File: config.mk
export PLATFORM = sky130hd
export DESIGN_NAME = obcd_ctrl
export DESIGN_NICKNAME = d
export VERILOG_FILES = /design/src/rtl/obcd_pkg.sv /design/src/rtl/obcd_ctrl.sv
export SDC_FILE = /design/constraint.sdc
export NUM_CORES = 1
export LEC_CHECK = 0
export BUFFER_PORTS_ARGS = -buffer_cell sky130_fd_sc_hd__buf_2
export CORE_MARGIN = 2
export CORE_UTILIZATION = 30
export DETAILED_ROUTE_END_ITERATION = 10
export MAX_ROUTING_LAYER = met4
export PLACE_DENSITY = 0.51
export SLEW_MARGIN = 10
export SYNTH_ARGS = -nofsm -noshare
export SYNTH_HDL_FRONTEND = slang
export SYNTH_SLANG_ARGS = --single-unit
File: constraint.sdc
create_clock -name clk -period 2 [get_ports clk]
set_input_delay 0.4 -clock clk [delete_from_list [all_inputs] [get_ports clk]]
set_output_delay 0.4 -clock clk [all_outputs]
set_load 0.01 [all_outputs]
File: src/rtl/obcd_pkg.sv
// ----------------------------------------------------------------------------
// obcd_pkg
// Shared types, register indexes and lookup tables of the oriented box decoder.
// ----------------------------------------------------------------------------
`default_nettype none

package obcd_pkg;

    localparam int CFG_IDX_W = 3;

    typedef enum logic [CFG_IDX_W-1:0] {
        REG_SCORE_THRESHOLD = 3'd0,
        REG_PAD_LEFT        = 3'd1,
        REG_PAD_TOP         = 3'd2,
        REG_INVERSE_SCALE   = 3'd3,
        REG_FRAME_WIDTH     = 3'd4,
        REG_FRAME_HEIGHT    = 3'd5,
        REG_CLASSES_IN_USE  = 3'd6
    } cfg_reg_t;

    typedef enum logic [6:0] {
        ST_IDLE  = 7'b0000001,
        ST_SIG   = 7'b0000010,
        ST_TRIG  = 7'b0000100,
        ST_ROT   = 7'b0001000,
        ST_SUM   = 7'b0010000,
        ST_SCALE = 7'b0100000,
        ST_FIN   = 7'b1000000
    } state_t;

    localparam logic KIND_LOGIT = 1'b0;
    localparam logic KIND_GEOM  = 1'b1;

    typedef struct packed {
        logic class_upd;
        logic geom_load;
        logic out_load;
    } dp_cmd_t;

    typedef struct packed {
        logic seen;
        logic pass;
        logic out_busy;
    } dp_status_t;

    // sigmoid, Q0.16, steps of 0.5 in the logit
    function automatic logic [15:0] sig_tab(input logic [5:0] i);
        logic [15:0] v;
        case (i)
            6'd0:  v = 16'd32768;
            6'd1:  v = 16'd40793;
            6'd2:  v = 16'd47911;
            6'd3:  v = 16'd53581;
            6'd4:  v = 16'd57724;
            6'd5:  v = 16'd60565;
            6'd6:  v = 16'd62428;
            6'd7:  v = 16'd63615;
            6'd8:  v = 16'd64357;
            6'd9:  v = 16'd64816;
            6'd10: v = 16'd65097;
            6'd11: v = 16'd65269;
            6'd12: v = 16'd65374;
            6'd13: v = 16'd65438;
            6'd14: v = 16'd65476;
            6'd15: v = 16'd65500;
            6'd16: v = 16'd65514;
            6'd17: v = 16'd65523;
            6'd18: v = 16'd65528;
            6'd19: v = 16'd65531;
            6'd20: v = 16'd65533;
            6'd21: v = 16'd65534;
            default: v = 16'd65535;
        endcase
        return v;
    endfunction

    // quarter-wave sine, Q1.14
    function automatic logic [14:0] sin_tab(input logic [4:0] i);
        logic [14:0] v;
        case (i)
            5'd0:  v = 15'd0;
            5'd1:  v = 15'd1606;
            5'd2:  v = 15'd3196;
            5'd3:  v = 15'd4756;
            5'd4:  v = 15'd6270;
            5'd5:  v = 15'd7723;
            5'd6:  v = 15'd9102;
            5'd7:  v = 15'd10394;
            5'd8:  v = 15'd11585;
            5'd9:  v = 15'd12665;
            5'd10: v = 15'd13623;
            5'd11: v = 15'd14449;
            5'd12: v = 15'd15137;
            5'd13: v = 15'd15679;
            5'd14: v = 15'd16069;
            5'd15: v = 15'd16305;
            default: v = 15'd16384;
        endcase
        return v;
    endfunction

endpackage

`default_nettype wire

File: src/rtl/obcd_ctrl.sv
// ----------------------------------------------------------------------------
// obcd_ctrl
// Sequencer: takes items, steps the geometry datapath, loads the result.
// ----------------------------------------------------------------------------
`default_nettype none

module obcd_ctrl (
    input  wire logic                  clk,
    input  wire logic                  rst_n,
    input  wire logic                  in_valid,
    input  wire logic                  kind,
    output logic                       in_stall,
    input  wire obcd_pkg::dp_status_t  status,
    output obcd_pkg::dp_cmd_t          cmd
);

    obcd_pkg::state_t state_reg, state_next;
    logic take;

    assign in_stall = (state_reg != obcd_pkg::ST_IDLE);
    assign take     = in_valid && !in_stall;

    always_comb
    begin
        state_next    = state_reg;
        cmd.class_upd = 1'b0;
        cmd.geom_load = 1'b0;
        cmd.out_load  = 1'b0;
        case (state_reg)
            obcd_pkg::ST_IDLE:
            begin
                if (take && kind == obcd_pkg::KIND_LOGIT)
                begin
                    cmd.class_upd = 1'b1;
                end
                else if (take)
                begin
                    cmd.geom_load = 1'b1;
                    if (status.seen)
                        state_next = obcd_pkg::ST_SIG;
                end
            end
            obcd_pkg::ST_SIG:   state_next = obcd_pkg::ST_TRIG;
            obcd_pkg::ST_TRIG:
                state_next = status.pass ? obcd_pkg::ST_ROT : obcd_pkg::ST_IDLE;
            obcd_pkg::ST_ROT:   state_next = obcd_pkg::ST_SUM;
            obcd_pkg::ST_SUM:   state_next = obcd_pkg::ST_SCALE;
            obcd_pkg::ST_SCALE: state_next = obcd_pkg::ST_FIN;
            obcd_pkg::ST_FIN:
            begin
                // hold until the output register is free
                if (!status.out_busy)
                begin
                    cmd.out_load = 1'b1;
                    state_next   = obcd_pkg::ST_IDLE;
                end
            end
            default: state_next = obcd_pkg::ST_IDLE;
        endcase
    end

    always_ff @(posedge clk or negedge rst_n)
    begin
        if (!rst_n)
            state_reg <= obcd_pkg::ST_IDLE;
        else
            state_reg <= state_next;
    end

endmodule

`default_nettype wire

### Yosys cells after proc, flatten, opt, wreduce, memory -nomap -nowiden

Index checks and enable logic that the tools add are counted.

| word-level totals | value |
|---|---|
| register bits after elaboration | 7 |
| input bits | 7 |
| output and inout port bits | 4 |
| logic and storage cells | 30 |

| operators by class | value |
|---|---|
| equal/unequal tests | 12 |
| mux-type cells | 12 |
| bitwise gates (word level) | 1 |
| reduce and logical (&&, ||, !) cells | 4 |

Operator list:

| cell | count |
|---|---|
| one-hot mux 7 bit (7 select lines) | 1 |
| 2-to-1 mux 7 bit | 4 |
| inequality test 2 bit (second input constant) | 4 |
| equality test 7 x 1 -> 1 bit (second input constant) | 1 |
| equality test 7 x 2 -> 1 bit (second input constant) | 1 |
| equality test 7 x 3 -> 1 bit (second input constant) | 1 |
| equality test 7 x 4 -> 1 bit (second input constant) | 1 |
| equality test 7 x 5 -> 1 bit (second input constant) | 1 |
| equality test 7 x 6 -> 1 bit (second input constant) | 1 |
| equality test 7 bit (second input constant) | 1 |
| inequality test 7 x 1 -> 1 bit (second input constant) | 1 |
| 2-to-1 mux 1 bit | 5 |
| 2-to-1 mux 4 bit | 1 |
| AND reduction 4 bit | 1 |
| logical AND 1 bit | 2 |
| 2-to-1 mux 2 bit | 1 |
| logical NOT 1 bit | 1 |
| inverter 1 bit | 1 |

### Depth between registers and ports, before layout

| depth | value |
|---|---|
| word-level depth | 6 |
| gate-level depth with buffers | 3 |
| gate-level depth less buffers | 3 |

### Least setup slack after synthesis

Ideal clock, no wire load.

| timing path | value |
|---|---|
| path kind | flip-flop to output port |
| start | register state_reg[4] |
| end | output cmd[0] (netlist name) |
| data arrival time | 1.174 ns |
| data required time | 1.600 ns |
| path slack | 0.426 ns |
| cell stages (with the launch flop) | 4 |
| path buffers | 0 |
| cells stage by stage | dfrtp_1 -> nor4_4 -> nand2b_1 -> nor4b_2 |

RTL lines:

| what | RTL line | RTL |
|---|---|---|
| from (decl) | obcd_ctrl.sv:17 | `obcd_pkg::state_t state_reg, state_next;` |
| from (signal assigned) | obcd_ctrl.sv:65 | `state_reg <= obcd_pkg::ST_IDLE;` |
| from (signal assigned) | obcd_ctrl.sv:67 | `state_reg <= state_next;` |
| to (decl) | obcd_ctrl.sv:14 | `output obcd_pkg::dp_cmd_t cmd` |

==> flow_summary.toml <==
[synth]
ys_warn_count = 0
synth_area_sq_um = 395
synth_edf_count = 0
ys_ff_latch = 7
synth_common_cells = "dfrtp_1, nor2_1"
yosysTopAreaCell = "dfrtp_1"
synthFlopType = "dfrtp_1"
synth-adder-area-share = 0
yosysTopAreaCellShare = 0.380
yosysUniqueCellTypes = 23
synthCells = 38
synthMuxAreaShare = 0
synth_xor_area_frac = 0.0222
synthesis.nets = 45
ys_async_sr_fraction = 1.00
ys_top_cells_by_area = "dfrtp_1, dfstp_2, nor2_1, nor4_4, and3b_1"
synth-compound-area-share = 0.0918
synth-simple-area-share = 0.430
synth_top_family_by_area = "simple AND/OR/NAND/NOR gates"
synth_seq_area_share = 0.446
syn_avg_cell_area_sq_um = 10.4

[worst_hold_path]
hold_path_class = "primary input to flop"
worstHoldStart = "status[2]"

[sta]
skew_ns = 0.00647
setup_tns_ns = 0
grt_setup_unrepaired = "yes"
finalCritPeriodShare = 0.947
slew_headroom = 0.765
worst_pin_slew_ns = 0.349
drv_slew = 0
fmax_mhz = 528
fin_crit_ns = 1.89
finalHoldViolations = 0
setup_viol = 0

[floorplanning]
rows = 13
boundaryPins = 11
start_util = 0.312
core_area_sq_mm = 0.00127
die_w_um = 40.3
dieArea_sq_mm = 0.00162
die_h_um = 40.3

[global_route]
grt_overflow = 0
grt_pass1_wl_mm = 1.26
grt_max_degree = 8
grt_pass1_vias = 293
antenna_found_initial = 0
grt.total_usage = 0.130

[layout]
nNetsFinal = 62
antenna_cells = 0
synthToLayoutAreaGrowth_pct = 30.1
largest_reg_flops = 7
fillCellCount = 123
drive_gt1_frac = 0.389

[setup_path]
crit_required_ns = 1.60
critPathArrivalTime_ns = 1.49
path_cells = "nor4_4, nand2b_1, nor4b_2, buf_2"
crit_start = "state_reg[4]$_DFFE_PN0P_"
critPathCaptureType = "primary output"
cp_slowest_stage_delay_ns = 0.45
cp_slowest_cell = "dfrtp_2"
r2r_start = "state_reg[5]$_DFFE_PN0P_"
cp_max_fo = 7
start_kind = "flop"
worstSetupPathType = "flop to primary output"

[power]
total_power_w = 0.000310
cellPowerDensity_mw_per_mm2 = 603
ir_drop_mv = 0.424
leakagePower_nw = 0.246

[clocking]
cts_tree = "done"
cts_root_buffer = "clkbuf_4"
clk_pin_slew_worst_paths_ns = 0.05
clk_path_buf_depth = 2
clk_latency_ns = 0.25
cts_inserted_buffers = 3
cts.sinks = 7
h-tree-depth = 1

[detailed_routing]
post-route-drc-count = 0
first_pass_iters = 4
routedWlPerCell_um = 10.8
vias_per_cell = 4.74
via_count = 327
drtAntennaViolNets = 0
drt-total-wl_um = 745
drtIter0Drc = 4

[status]
status = "completed"

[place]
gp_congestion = 0.657
port_buffers = 10
dpl.hpwl_um = 543

[flow_run]
cap_violations = 0
-- path summary, 6_finish.rpt --
path                                             to  slack [ns]  cells after the start
setup / recovery                             cmd[0]        0.11                      4
hold / removal             state_reg[1]$_DFFE_PN0P_        0.39                      3
setup reg to reg           state_reg[0]$_DFFE_PN1P_        0.77                      3
hold reg to reg            state_reg[4]$_DFFE_PN0P_        0.54                      1
max in group asynchronous  state_reg[0]$_DFFE_PN1P_        1.25                      2
min in group asynchronous  state_reg[6]$_DFFE_PN0P_        0.51                      2
-- where the power goes --
part	switching (W)	internal [W]	total [W]
clock network	0.0000530	0.0000762	0.000129
registers	0.00000364	0.000145	0.000148
logic	0.0000156	0.0000170	0.0000326
-- repair_timing --
item | 4_1_cts | 5_1_grt
endpoints found under the setup margin | 0 | 3
hold buffers | 1 | 0
buffers inserted | 0 | 1
gates resized for setup | 0 | 2
endpoints found under the hold margin | 6 | 0
-- critical path: cells and delay by family (launching register included) --
family	cells	cell delay, ns
and+or+nand+nor	3	0.63
DFF	1	0.45
buffers and inverters	1	0.16
-- cell usage in the layout (no fill, tap or decap), drive strengths merged, types with 2 or more instances in the layout --
cell type	netlist	final
and3	2	2
and3b	2	2
buf	0	11
clkbuf	0	4
dfrtp	6	6
nand2	2	2
nand3	2	2
nor2	6	6
nor3	2	2
nor4	2	2
o21ai	2	2
-- layout make-up --
cell class / count / area (sq um) / area share
sequential: 7 / 178 / 0.345
inverter: 1 / 3.75 / 0.00730
clock buffer: 4 / 26.3 / 0.0511
timing repair buffer: 12 / 67.6 / 0.131
tap: 15 / 18.8 / 0.0365
multi-input combinational: 30 / 220 / 0.428
-- layer usage --
layer | vias up | part of all wire | GRT usage
met3 | 0 | 0.072 | 0.0833
met1 | 143 | 0.50 | 0.168
met5 | - | 0 | -
met2 | 10 | 0.42 | 0.169
met4 | 0 | 0 | 0.0250
li1 | 174 | - | -
-- kinds of logic (layout without fill, tap and decap cells) --
logic type | count (synthesis) | count (layout)
simple gates | 24 | 24
flops | 7 | 7
compound gates | 5 | 5
xor+xnor | 1 | 1
buf+inv | 1 | 17
-- stage by stage --
step	utilization	hold slack, ns	instances	instance area [sq um]	worst slack (ns)
final	0.405	0.394	69	514	0.106
after floorplan	-	0.104	38	395	0.426
after CTS	0.394	0.385	68	500	0.0455
after global placement	0.366	0.243	63	464	0.330
after global routing	0.405	0.418	69	514	-0.00114
after detailed placement	0.366	0.244	63	464	0.310
No activity file was read; power rests on OpenSTA's default activity.
